--- src/rtl/core/prmr_pkg.sv ---
// Package for the range-mapped Park-Miller generator.
// Holds the microcode types, datapath constants and the status record.
// No dependencies.
`timescale 1ns / 1ps

package prmr_pkg;

  localparam int unsigned DataW     = 32;
  localparam int unsigned DrawW     = 31;
  localparam int unsigned ProdW     = 47;
  localparam int unsigned DvdW      = 36;
  localparam int unsigned DivCntW   = 6;
  localparam int unsigned ResCntW   = 5;
  localparam int unsigned PcW       = 5;
  localparam int unsigned UcodeLen  = 20;

  localparam logic [14:0]        PmMult      = 15'd16807;
  localparam logic [DrawW-1:0]   PmMod       = 31'h7fff_ffff;
  localparam logic [DataW-1:0]   PmZeroSub   = 32'd20080806;
  localparam logic [DataW-1:0]   PmResetState = 32'h2008_0806;
  localparam logic [DataW-1:0]   PmSmallLimit = 32'h07ff_ffff;
  localparam logic [DataW-1:0]   PmExactSpan = 32'h7fff_fffe;
  localparam logic [DataW-1:0]   PmFullSpan  = 32'hffff_ffff;
  localparam logic [ResCntW-1:0] PmFillCount = 5'd30;
  localparam logic [ResCntW-1:0] PmTakeWide  = 5'd6;
  localparam logic [ResCntW-1:0] PmTakeFull  = 5'd2;
  localparam logic [DivCntW-1:0] PmDivSteps  = 6'd36;

  typedef enum logic [3:0] {
    UOP_NOP,
    UOP_LOAD,
    UOP_SEED,
    UOP_MUL,
    UOP_FOLD_MAIN,
    UOP_FOLD_FILL,
    UOP_TAKE6,
    UOP_SET_SMALL,
    UOP_DIV_STEP,
    UOP_OFF_REM,
    UOP_TAKE2,
    UOP_OFF_RAW,
    UOP_EMIT
  } uop_e;

  typedef enum logic [3:0] {
    COND_ALWAYS,
    COND_NEVER,
    COND_NO_REQ,
    COND_SEED,
    COND_EXACT,
    COND_FULL,
    COND_SMALL,
    COND_HAS6,
    COND_HAS2,
    COND_DIV_MORE,
    COND_OUT_BUSY
  } cond_e;

  typedef struct packed {
    uop_e           uop;
    cond_e          cond;
    logic [PcW-1:0] target;
    logic           last;
  } ctrl_t;

  typedef struct packed {
    logic seed;
    logic exact;
    logic full;
    logic small_span;
    logic has6;
    logic has2;
    logic div_more;
    logic out_busy;
  } status_t;

endpackage

--- src/rtl/core/prmr_ucode_rom.sv ---
// Microcode store for the range-mapped Park-Miller generator.
// Maps a step number to its control word; depends on prmr_pkg.
`timescale 1ns / 1ps

module prmr_ucode_rom (
  input  logic [prmr_pkg::PcW-1:0] pc_i,
  output prmr_pkg::ctrl_t          ctrl_o
);
  import prmr_pkg::*;

  localparam logic [PcW-1:0] StIdle   = 5'd0;
  localparam logic [PcW-1:0] StWide   = 5'd9;
  localparam logic [PcW-1:0] StSmall  = 5'd10;
  localparam logic [PcW-1:0] StDiv    = 5'd11;
  localparam logic [PcW-1:0] StFull   = 5'd13;
  localparam logic [PcW-1:0] StTake2  = 5'd16;
  localparam logic [PcW-1:0] StRaw    = 5'd17;
  localparam logic [PcW-1:0] StEmit   = 5'd18;
  localparam logic [PcW-1:0] StSeed   = 5'd19;

  always_comb begin
    unique case (pc_i)
      5'd0:  ctrl_o = '{UOP_LOAD,      COND_NO_REQ,   StIdle,  1'b0};
      5'd1:  ctrl_o = '{UOP_NOP,       COND_SEED,     StSeed,  1'b0};
      5'd2:  ctrl_o = '{UOP_MUL,       COND_NEVER,    StIdle,  1'b0};
      5'd3:  ctrl_o = '{UOP_FOLD_MAIN, COND_EXACT,    StRaw,   1'b0};
      5'd4:  ctrl_o = '{UOP_NOP,       COND_FULL,     StFull,  1'b0};
      5'd5:  ctrl_o = '{UOP_NOP,       COND_SMALL,    StSmall, 1'b0};
      5'd6:  ctrl_o = '{UOP_NOP,       COND_HAS6,     StWide,  1'b0};
      5'd7:  ctrl_o = '{UOP_MUL,       COND_NEVER,    StIdle,  1'b0};
      5'd8:  ctrl_o = '{UOP_FOLD_FILL, COND_NEVER,    StIdle,  1'b0};
      5'd9:  ctrl_o = '{UOP_TAKE6,     COND_ALWAYS,   StDiv,   1'b0};
      5'd10: ctrl_o = '{UOP_SET_SMALL, COND_NEVER,    StIdle,  1'b0};
      5'd11: ctrl_o = '{UOP_DIV_STEP,  COND_DIV_MORE, StDiv,   1'b0};
      5'd12: ctrl_o = '{UOP_OFF_REM,   COND_ALWAYS,   StEmit,  1'b0};
      5'd13: ctrl_o = '{UOP_NOP,       COND_HAS2,     StTake2, 1'b0};
      5'd14: ctrl_o = '{UOP_MUL,       COND_NEVER,    StIdle,  1'b0};
      5'd15: ctrl_o = '{UOP_FOLD_FILL, COND_NEVER,    StIdle,  1'b0};
      5'd16: ctrl_o = '{UOP_TAKE2,     COND_ALWAYS,   StEmit,  1'b0};
      5'd17: ctrl_o = '{UOP_OFF_RAW,   COND_NEVER,    StIdle,  1'b0};
      5'd18: ctrl_o = '{UOP_EMIT,      COND_OUT_BUSY, StEmit,  1'b1};
      5'd19: ctrl_o = '{UOP_SEED,      COND_ALWAYS,   StIdle,  1'b0};
      default: ctrl_o = '{UOP_NOP,     COND_ALWAYS,   StIdle,  1'b0};
    endcase
  end

endmodule

--- src/rtl/core/prmr_datapath.sv ---
// Datapath of the range-mapped Park-Miller generator: generator state,
// bit reservoir, multiply-fold unit, bit-serial divider and output register.
// Driven by control words from prmr_ucode_rom; depends on prmr_pkg.
`timescale 1ns / 1ps

module prmr_datapath (
  input  logic                         clk_i,
  input  logic                         rst_ni,
  input  prmr_pkg::uop_e               uop_i,
  input  logic                         load_i,
  input  logic                         op_i,
  input  logic [prmr_pkg::DataW-1:0]   range_first_i,
  input  logic [prmr_pkg::DataW-1:0]   range_last_i,
  input  logic [prmr_pkg::DataW-1:0]   seed_value_i,
  input  logic                         out_ready_i,
  output prmr_pkg::status_t            status_o,
  output logic                         out_valid_o,
  output logic [prmr_pkg::DataW-1:0]   random_value_o
);
  import prmr_pkg::*;

  logic [DataW-1:0]   state_q;
  logic [DrawW-1:0]   res_q;
  logic [ResCntW-1:0] res_cnt_q;
  logic               op_q;
  logic [DataW-1:0]   first_q;
  logic [DataW-1:0]   span_q;
  logic [DataW-1:0]   seed_q;
  logic [DrawW-1:0]   draw_q;
  logic [ProdW-1:0]   prod_q;
  logic [DvdW-1:0]    dvd_q;
  logic [DataW-1:0]   rem_q;
  logic [DivCntW-1:0] div_cnt_q;
  logic [DataW-1:0]   off_q;
  logic               out_valid_q;
  logic [DataW-1:0]   out_value_q;

  logic [DataW-1:0]   mul_src;
  logic [ProdW-1:0]   prod_d;
  logic [DataW-1:0]   fold_sum;
  logic [DrawW-1:0]   fold_d;
  logic [DataW-1:0]   divisor;
  logic [DataW:0]     rem_sh;
  logic [DataW:0]     rem_sub;
  logic [DataW-1:0]   rem_d;
  logic               out_busy;
  logic               emit;

  assign mul_src  = (state_q == '0) ? PmZeroSub : state_q;
  assign prod_d   = ProdW'(mul_src) * ProdW'(PmMult);
  assign fold_sum = DataW'(prod_q[DrawW-1:0]) + DataW'(prod_q[ProdW-1:DrawW]);
  assign fold_d   = (fold_sum >= DataW'(PmMod)) ? DrawW'(fold_sum - DataW'(PmMod))
                                                : fold_sum[DrawW-1:0];

  assign divisor  = span_q + DataW'(1);
  assign rem_sh   = {rem_q, dvd_q[DvdW-1]};
  assign rem_sub  = rem_sh - {1'b0, divisor};
  assign rem_d    = (rem_sh >= {1'b0, divisor}) ? rem_sub[DataW-1:0] : rem_sh[DataW-1:0];

  assign out_busy = out_valid_q && !out_ready_i;
  assign emit     = (uop_i == UOP_EMIT) && !out_busy;

  assign status_o.seed       = op_q;
  assign status_o.exact      = (span_q == PmExactSpan);
  assign status_o.full       = (span_q == PmFullSpan);
  assign status_o.small_span = (span_q < PmSmallLimit);
  assign status_o.has6       = (res_cnt_q >= PmTakeWide);
  assign status_o.has2       = (res_cnt_q >= PmTakeFull);
  assign status_o.div_more   = (div_cnt_q != DivCntW'(1));
  assign status_o.out_busy   = out_busy;

  assign out_valid_o    = out_valid_q;
  assign random_value_o = out_value_q;

  always_ff @(posedge clk_i or negedge rst_ni) begin
    if (!rst_ni) begin
      state_q     <= PmResetState;
      res_q       <= '0;
      res_cnt_q   <= '0;
      out_valid_q <= 1'b0;
    end else begin
      if (emit) begin
        out_valid_q <= 1'b1;
      end else if (out_ready_i) begin
        out_valid_q <= 1'b0;
      end
      case (uop_i)
        UOP_SEED: begin
          state_q   <= seed_q;
          res_q     <= '0;
          res_cnt_q <= '0;
        end
        UOP_FOLD_MAIN: begin
          state_q <= DataW'(fold_d);
        end
        UOP_FOLD_FILL: begin
          state_q   <= DataW'(fold_d);
          res_q     <= fold_d;
          res_cnt_q <= PmFillCount;
        end
        UOP_TAKE6: begin
          res_q     <= res_q >> PmTakeWide;
          res_cnt_q <= res_cnt_q - PmTakeWide;
        end
        UOP_TAKE2: begin
          res_q     <= res_q >> PmTakeFull;
          res_cnt_q <= res_cnt_q - PmTakeFull;
        end
        default: begin
        end
      endcase
    end
  end

  always_ff @(posedge clk_i) begin
    if (load_i) begin
      op_q    <= op_i;
      first_q <= range_first_i;
      span_q  <= range_last_i - range_first_i;
      seed_q  <= seed_value_i;
    end
    if (emit) begin
      out_value_q <= off_q + first_q;
    end
    case (uop_i)
      UOP_MUL: begin
        prod_q <= prod_d;
      end
      UOP_FOLD_MAIN: begin
        draw_q <= fold_d;
      end
      UOP_TAKE6: begin
        dvd_q     <= {res_q[5:0], draw_q[DrawW-1:1]};
        rem_q     <= '0;
        div_cnt_q <= PmDivSteps;
      end
      UOP_SET_SMALL: begin
        dvd_q     <= {6'b0, draw_q[DrawW-1:1]};
        rem_q     <= '0;
        div_cnt_q <= PmDivSteps;
      end
      UOP_DIV_STEP: begin
        dvd_q     <= {dvd_q[DvdW-2:0], 1'b0};
        rem_q     <= rem_d;
        div_cnt_q <= div_cnt_q - DivCntW'(1);
      end
      UOP_OFF_REM: begin
        off_q <= rem_q;
      end
      UOP_TAKE2: begin
        off_q <= {res_q[1:0], draw_q[DrawW-1:1]};
      end
      UOP_OFF_RAW: begin
        off_q <= DataW'(draw_q);
      end
      default: begin
      end
    endcase
  end

`ifndef SYNTHESIS
  a_res_cnt_range: assert property (@(posedge clk_i) disable iff (!rst_ni)
    res_cnt_q <= PmFillCount)
    else $error("reservoir count above fill level");

  a_fold_reduced: assert property (@(posedge clk_i) disable iff (!rst_ni)
    (uop_i == UOP_FOLD_MAIN) |=> (state_q < DataW'(PmMod)))
    else $error("folded draw not reduced below the modulus");

  a_rem_below_div: assert property (@(posedge clk_i) disable iff (!rst_ni)
    (uop_i == UOP_DIV_STEP) |-> (rem_q < divisor))
    else $error("partial remainder not below divisor");
`endif

endmodule

--- src/rtl/core/park_miller_range_rng_unit.sv ---
// Range-mapped Park-Miller generator, top level: step counter and jump
// logic around prmr_ucode_rom and prmr_datapath; depends on prmr_pkg.
//
// Usage. A request enters on in_valid_i/in_ready_o. With op_i low it draws
// a number in [range_first_i, range_last_i] and gives one result on
// out_valid_o/out_ready_i; with op_i high it loads seed_value_i as the
// generator state, empties the bit reservoir and gives no result.
// A request is taken only while the sequencer sits at its idle step, so one
// request is worked on at a time. Spans other than the exact and the full
// span run through the 36 one-bit steps of the shared restoring divider.
// A seed request returns to idle once the new state is loaded. The finished
// result sits in an output register, so the next request is taken while it
// waits; when the receiver stalls, the following result holds at the emit
// step until the register is free.
// After reset the state is 0x20080806 and the reservoir is empty.
`timescale 1ns / 1ps

module park_miller_range_rng_unit (
  input  logic                       clk_i,
  input  logic                       rst_ni,
  input  logic                       in_valid_i,
  output logic                       in_ready_o,
  input  logic                       op_i,
  input  logic [prmr_pkg::DataW-1:0] range_first_i,
  input  logic [prmr_pkg::DataW-1:0] range_last_i,
  input  logic [prmr_pkg::DataW-1:0] seed_value_i,
  output logic                       out_valid_o,
  input  logic                       out_ready_i,
  output logic [prmr_pkg::DataW-1:0] random_value_o
);
  import prmr_pkg::*;

  logic [PcW-1:0] pc_q;
  logic [PcW-1:0] pc_d;
  ctrl_t          ctrl;
  status_t        status;
  logic           cond_true;
  logic           in_fire;

  assign in_ready_o = (pc_q == '0);
  assign in_fire    = in_valid_i && in_ready_o;

  prmr_ucode_rom u_rom (
    .pc_i   (pc_q),
    .ctrl_o (ctrl)
  );

  prmr_datapath u_dp (
    .clk_i          (clk_i),
    .rst_ni         (rst_ni),
    .uop_i          (ctrl.uop),
    .load_i         (in_fire),
    .op_i           (op_i),
    .range_first_i  (range_first_i),
    .range_last_i   (range_last_i),
    .seed_value_i   (seed_value_i),
    .out_ready_i    (out_ready_i),
    .status_o       (status),
    .out_valid_o    (out_valid_o),
    .random_value_o (random_value_o)
  );

  always_comb begin
    unique case (ctrl.cond)
      COND_ALWAYS:   cond_true = 1'b1;
      COND_NEVER:    cond_true = 1'b0;
      COND_NO_REQ:   cond_true = !in_valid_i;
      COND_SEED:     cond_true = status.seed;
      COND_EXACT:    cond_true = status.exact;
      COND_FULL:     cond_true = status.full;
      COND_SMALL:    cond_true = status.small_span;
      COND_HAS6:     cond_true = status.has6;
      COND_HAS2:     cond_true = status.has2;
      COND_DIV_MORE: cond_true = status.div_more;
      COND_OUT_BUSY: cond_true = status.out_busy;
      default:       cond_true = 1'b0;
    endcase
    if (cond_true) begin
      pc_d = ctrl.target;
    end else if (ctrl.last) begin
      pc_d = '0;
    end else begin
      pc_d = pc_q + PcW'(1);
    end
  end

  always_ff @(posedge clk_i or negedge rst_ni) begin
    if (!rst_ni) begin
      pc_q <= '0;
    end else begin
      pc_q <= pc_d;
    end
  end

`ifndef SYNTHESIS
  a_fire_advances: assert property (@(posedge clk_i) disable iff (!rst_ni)
    in_fire |=> (pc_q == PcW'(1)))
    else $error("accepted request did not start the program");

  a_pc_in_store: assert property (@(posedge clk_i) disable iff (!rst_ni)
    pc_q < PcW'(UcodeLen))
    else $error("step counter left the microcode store");

  a_emit_waits: assert property (@(posedge clk_i) disable iff (!rst_ni)
    (ctrl.uop == UOP_EMIT && status.out_busy) |=> (ctrl.uop == UOP_EMIT))
    else $error("result step left while output register was occupied");
`endif

endmodule

--- config.mk ---
export PLATFORM = sky130hd
export DESIGN_NAME = park_miller_range_rng_unit
export DESIGN_NICKNAME = d
export VERILOG_FILES = /design/src/rtl/core/prmr_pkg.sv /design/src/rtl/core/prmr_ucode_rom.sv /design/src/rtl/core/prmr_datapath.sv /design/src/rtl/core/park_miller_range_rng_unit.sv
export SDC_FILE = /design/constraint.sdc
export NUM_CORES = 1
export LEC_CHECK = 0
export ABC_AREA = 1
export BUFFER_PORTS_ARGS = -buffer_cell sky130_fd_sc_hd__buf_2
export CORE_MARGIN = 2
export CORE_UTILIZATION = 47
export CTS_BUF_LIST = sky130_fd_sc_hd__clkbuf_8
export CTS_CLUSTER_SIZE = 14
export DETAILED_ROUTE_END_ITERATION = 8
export PLACE_DENSITY_LB_ADDON = 0.3
export SYNTH_ARGS = -nofsm -noshare
export SYNTH_HDL_FRONTEND = slang
export SYNTH_HIERARCHICAL = 1
export SYNTH_SLANG_ARGS = --single-unit
--- constraint.sdc ---
create_clock -name clk_i -period 5.7 [get_ports clk_i]
set_input_delay 0.57 -clock clk_i [delete_from_list [all_inputs] [get_ports clk_i]]
set_output_delay 0.57 -clock clk_i [all_outputs]
set_load 0.005 [all_outputs]
**Word-level counts from Yosys, hierarchy flattened**

Memory sizes are Yosys's and may differ from the RTL's.
Index checks and enable logic that the tools add are counted.

- Register bits after elaboration: 387
- Latch bits: 0
- RAM bits: 0
- Bits in read-only memories: 448
- Output and inout port bits: 34
- Logic and storage cells: 88
- Memories: 1

- $add $sub $neg: 10
- $mul: 1
- Divide/modulo/power cells: 0
- $lt $le $gt $ge: 5
- Eq/ne operators: 23
- Shift-type cells: 0
- Muxes and demuxes: 15
- Bitwise logic cells: 0
- Reductions and logical operators: 17

Memory list:

| memory | words | bits a word | rd ports | clocked after memory_dff | wr ports | line | source |
|---|---|---|---|---|---|---|---|
| (no name shown) | 32 | 14 | 1 | 0 | 0 | prmr_ucode_rom.sv:22 | `unique case (pc_i)` |

Operators by type and width:

| cell | number |
|---|---|
| 32-bit one-hot mux with 2 select lines | 2 |
| 31-bit one-hot mux with 4 select lines | 1 |
| 36-bit one-hot mux with 3 select lines | 1 |
| 32-bit one-hot mux with 3 select lines | 1 |
| 32-bit 2-to-1 mux | 2 |
| 32-bit subtractor | 2 |
| 32-bit by 15-bit multiplier with 47-bit output (second input constant) | 1 |
| 33-bit by 32-bit greater-or-equal comparator with 1-bit output | 1 |
| 31-bit by 16-bit adder with 32-bit output | 1 |
| 32-bit by 1-bit adder with 32-bit output (second input constant) | 1 |
| 32-bit adder | 1 |
| 32-bit by 31-bit == test with 1-bit output (second input constant) | 1 |
| 32-bit == test (second input constant) | 1 |
| 4-bit by 3-bit == test with 1-bit output (second input constant) | 8 |
| 4-bit == test (second input constant) | 8 |
| 32-bit by 31-bit greater-or-equal comparator with 1-bit output (second input constant) | 1 |
| 32-bit zero test | 1 |
| 32-bit by 27-bit < comparator with 1-bit output (second input constant) | 1 |
| 31-bit 2-to-1 mux | 1 |
| 31-bit subtractor (second input constant) | 1 |
| 5-bit one-hot mux with 4 select lines | 1 |
| 4-bit by 2-bit == test with 1-bit output (second input constant) | 4 |
| 6-bit one-hot mux with 2 select lines | 1 |
| 5-bit 2-to-1 mux | 2 |
| 17 further kinds | 26 |

**Logic depth before layout (Yosys ltp)**

- Word-level depth: 5
- Gate-level depth with buffers: 34
- Gate-level depth less buffers: 33

**Cells and area by module**

The synthesis kept the hierarchy.

Modules (own cells, without submodules):

| module | instances | cells each | area each (µm²) | seq. area each (µm²) |
|---|---|---|---|---|
| prmr_datapath | 1 | 3795 | 31401.4 | 11106.9 |
| park_miller_range_rng_unit | 1 | 74 | 479.2 | 125.1 |
| prmr_ucode_rom | 1 | 87 | 451.7 | 0.0 |

**Least setup slack after synthesis**

Ideal clock, no wire load.

- Kind: reg-to-reg
- Start point: reg u_dp.state_q[9]
- End point: reg u_dp.prod_q[40], data pin
- Library setup time: 0.258 ns
- Arrival time: 5.977 ns
- Required time: 5.442 ns
- Path slack: -0.535 ns
- Stages on the path, launching flop included: 34
- Period minus slack after synthesis: 6.235 ns
- Cell sequence: dfrtp_1 > clkbuf_1 > nor2_1 > nand3_1 > nor4_1 > nand4_1 > nor2_1 > clkbuf_1 > nor2_1 > nor2_1 > o21bai_1 > inv_1 > ha_1 > ha_1 > inv_1 > fa_1 > inv_1 > fa_1 > fa_1 > inv_1 > fa_1 > inv_1 > ha_1 > a21oi_1 > inv_1 > a21oi_1 > o21a_1 > inv_1 > a21oi_1 > o21ai_0 > a21oi_1 > inv_1 > a21oi_1 > xnor2_1

- Word-level cells in the longest chain between the ends: 3

Ends and longest elaborated chain:

| element | line | source |
|---|---|---|
| start, declared | prmr_datapath.sv:22 | `logic [DataW-1:0] state_q;` |
| start signal, assigned | prmr_datapath.sv:77 | `state_q <= PmResetState;` |
| start signal, assigned | prmr_datapath.sv:89 | `state_q <= seed_q;` |
| start signal, assigned | prmr_datapath.sv:94 | `state_q <= DataW'(fold_d);` |
| 32-bit zero test | prmr_datapath.sv:49 | `assign mul_src = (state_q == '0) ? PmZeroSub : state_q;` |
| 32-bit 2-to-1 mux * | prmr_datapath.sv:49 |  |
| 32-bit by 15-bit multiplier with 47-bit output * | prmr_datapath.sv:50 | `assign prod_d = ProdW'(mul_src) * ProdW'(PmMult);` |
| via u_dp.prod_d[40] | prmr_datapath.sv:39 | `logic [ProdW-1:0] prod_d;` |
| end signal, assigned | prmr_datapath.sv:127 | `prod_q <= prod_d;` |
| end, declared | prmr_datapath.sv:30 | `logic [ProdW-1:0] prod_q;` |

Mark *: on every way through the listed nets, which the timed path passes. The rest lies on a longest branch.
A chain may end at the register's enable or synchronous reset.

**Worst setup path in the final report**

- Start point: reg u_dp.state_q[10]
- End point: reg u_dp.prod_q[43], data pin

Same word-level chain as after synthesis.

==> reports/qor.csv <==
metric,value,unit
min_delay_path_depth,1,
cts.sinks,386,
detail_route.wl_per_cell,19.0,um
timing.max_cap.violations,0,
arrival,6.61,ns
global_route.overflow_total,0,
synth_seq_area_share,34.7,%
dr_total_vias,27814,
critical_path.slowest_cell,fa_1,
status,"finished, violations left",
post_synth_inst_count,3956,
delay_contributed_by_the_slowest_stage_of_the_critical_path,0.61,ns
layout-drive-gt1-share,19.1,%
setup.worst_path.start_class,register,
buffer_ports.inserted,134,
clock_tree.buffer_depth,3,
synth_nets,4502,
cp_max_fo,4,
timing.final.ws_setup,-0.510,ns
final_net_count,4886,
yosysUniqueCellTypes,59,
finClkSkew,0.0397,ns
endpoint_with_the_worst_hold_slack,u_dp/seed_q[12],
worst_setup_path_type,reg2reg,
setup_violations,31,
rsz0062_at_grt,true,
timing.hold.worst.start,seed_value_i[12],
first_global_vias,26858,
cp.buffers_inverters,7,
tritoncts,yes,
timing.reg2reg.worst_path_depth,30,
die_w,266,um
synth_area,0.0323,sq mm
finalWeightedCongestion,0.994,
remaining_drc_errors,0,
routed_wl,100000,um
drt_iter0_markers,2328,
die_area,0.0709,sq mm
detailed_place_hpwl,79800,um
final_common_cell,nand2_1,
min_period,6.21,ns
finalHoldWorstSlack,0.0724,ns
postSynth.topFlopCell,edfxtp_1,
layout_worst_path_cycle_share,109,%
grt_max_degree,89,
failed_checks,negative setup slack,
max_slew.worst_pin.slew,1.10,ns
floorplan.die.height,266,um
regToRegStartpoint,u_dp/state_q[10],
postSynthRegisterBits,386,
syn_to_final_growth,19.4,%
r2r_end,u_dp/prod_q[43],
cts_made_buffers,73,
cts.root.buffer_cell,clkbuf_8,
finalHoldViolations,0,
crit_required,6.11,ns
worst_hold_path_type,in2reg,
antenna_found_initial,3,
antenna_left,0,
grt_util_all_layers,28.0,%
htree_levels,3,
dp_cells,5099,
core_area,0.0683,sq mm
effective_utilization_at_floorplan,47.3,%
num_ports,135,
async_sr_flop_fraction,18.9,%
worstSkewPairLatency,0.67,ns
final_max_slew_viol_count,0,
critical_path.top_delay_family,adder cells,
core.rowCount,96,
yosys_warnings,6,
postSynthAreaPerCell,8.17,sq um
grt_first_pass_wirelength,152000,um
vias_per_cell,5.27,
non_filler_instance_count_after_layout,5278,
synth_edf_count,313,
timing.fmax,161,MHz
critical_path.endpoint_type,register,
drtPass1Iterations,6,
clk_pin_slew_worst_paths,0.07,ns
ff2ff_setup_slack,-0.51,ns
final_cell_mix,"nand2_1, inv_1, nor2_1, edfxtp_1, ha_1",
timing.max_slew.rel_slack,26.9,%
[worst max-delay path by stage]
stage,startpoint,endpoint,slack [ns],cells after the start
floorplan,u_dp/state_q[9],u_dp/prod_q[40],-0.07,32
global placement,u_dp/state_q[20],u_dp/prod_q[23],-0.64,25
detailed placement,u_dp/state_q[10],u_dp/prod_q[46],-0.66,31
CTS,u_dp/state_q[9],u_dp/prod_q[46],-0.54,30
global route,u_dp/state_q[10],u_dp/prod_q[46],-0.76,32
finish,u_dp/state_q[10],u_dp/prod_q[43],-0.51,30
[synthesized netlist by cell type, types with 5 or more instances]
| library cell | count | share of area (%) |
|---|---|---|
| ha_1 | 322 | 12 |
| o211ai_1 | 20 | 0.46 |
| a31oi_1 | 17 | 0.33 |
| o21ai_0 | 145 | 2.2 |
| a21o_1 | 20 | 0.46 |
| o21a_1 | 11 | 0.26 |
| inv_1 | 774 | 9.0 |
| buf_2 | 10 | 0.15 |
| a22o_1 | 10 | 0.27 |
| edfxtp_1 | 313 | 29 |
| nand2_2 | 31 | 0.60 |
| xnor2_1 | 63 | 1.7 |
| nand3_1 | 180 | 2.8 |
| nand4_1 | 32 | 0.62 |
| nor2_1 | 367 | 4.3 |
| o22ai_1 | 25 | 0.48 |
| dfrtp_1 | 68 | 5.3 |
| nor3_1 | 35 | 0.54 |
| nand3_2 | 7 | 0.22 |
| xor2_1 | 117 | 3.2 |
| o221ai_1 | 26 | 0.70 |
| nand3b_1 | 14 | 0.33 |
| fa_1 | 123 | 7.6 |
| nand2_1 | 835 | 9.7 |
| nand3_4 | 5 | 0.27 |
| or2_2 | 8 | 0.15 |
| inv_2 | 7 | 0.081 |
| a221oi_1 | 6 | 0.16 |
| dfstp_2 | 5 | 0.41 |
| o21bai_1 | 11 | 0.26 |
| nor2_2 | 6 | 0.12 |
| a21boi_0 | 10 | 0.23 |
| nor4_1 | 21 | 0.41 |
| clkbuf_1 | 63 | 0.73 |
| o2111ai_1 | 5 | 0.14 |
| a21oi_1 | 191 | 3.0 |
| buf_1 | 7 | 0.081 |
[logic make-up after synthesis]
logic type | Yosys count | share of synthesized area (%)
and+or+nand+nor | 1560 | 20.6
buffers and inverters | 869 | 10.2
AOI/OAI and AO/OA | 515 | 9.43
adders and majority gates | 445 | 20.1
DFF | 386 | 34.7
xor gates and xnor gates | 181 | 4.93
[metrics by stage]
step                setup TNS [ns]  utilization [%]  cell area [sq um]  worst slack (ns)
global placement            -16.95             52.1              35600            -0.643
global route                -17.27             56.5              38600            -0.761
floorplan                   -0.265                -              32600           -0.0695
detailed placement          -16.96             52.1              35600            -0.655
finish                       -9.86             56.5              38600            -0.510
CTS                         -10.18             55.3              37800            -0.542
[final cells by class]
type,instances,area (sq um)
antenna,2,5.00
clock buffer,73,1000
clock inverter,56,400
fill,6245,29800
inverter,785,2950
multi-input combinational,2701,19200
sequential,386,11200
tap,882,1100
timing repair buffer,393,2670
[layer usage]
metal / share of wire, % / track usage [%]
met5: 0.013 / 0
met1: 42 / 36.8
met4: 4.3 / 11.4
met3: 6.1 / 3.30
met2: 48 / 47.0
[sequential cells by signal, indices dropped and copies added (netlist names)]
register             flops
u_dp/state_q            32
u_dp/res_cnt_q           4
u_dp/random_value_o     32
u_dp/dvd_q              36
u_dp/out_valid_o         1
u_dp/seed_q             32
u_dp/prod_q             47
u_dp/draw_q             31
u_dp/rem_q              32
pc_q                     5
u_dp/span_q             32
u_dp/res_q              31
u_dp/op_q                1
u_dp/div_cnt_q           6
u_dp/off_q              32
u_dp/first_q            32
[worst register-to-register path, delay by kind of cell, from the launching register on]
| family | cells | cell delay (ns) |
|---|---|---|
| buffers and inverters | 7 | 0.62 |
| AOI/OAI and AO/OA | 6 | 0.83 |
| DFF | 1 | 0.41 |
| and+or+nand+nor | 9 | 1.22 |
| xor gates and xnor gates | 1 | 0.09 |
| adders and majority gates | 7 | 2.79 |
[what timing repair did]
| action | 4_1_cts | 5_1_grt |
|---|---|---|
| hold endpoints to repair | 11 | 0 |
| pin swaps | 94 | 128 |
| hold buffers | 1 | 0 |
| buffers inserted | 25 | 24 |
| gates cloned | 0 | 0 |
| resized for setup | 159 | 148 |
| endpoints found under the setup margin | 37 | 38 |
Power is left out: the tool's default activity adds up to more than one toggle a clock period on the data nets, which glitch-free logic cannot reach.
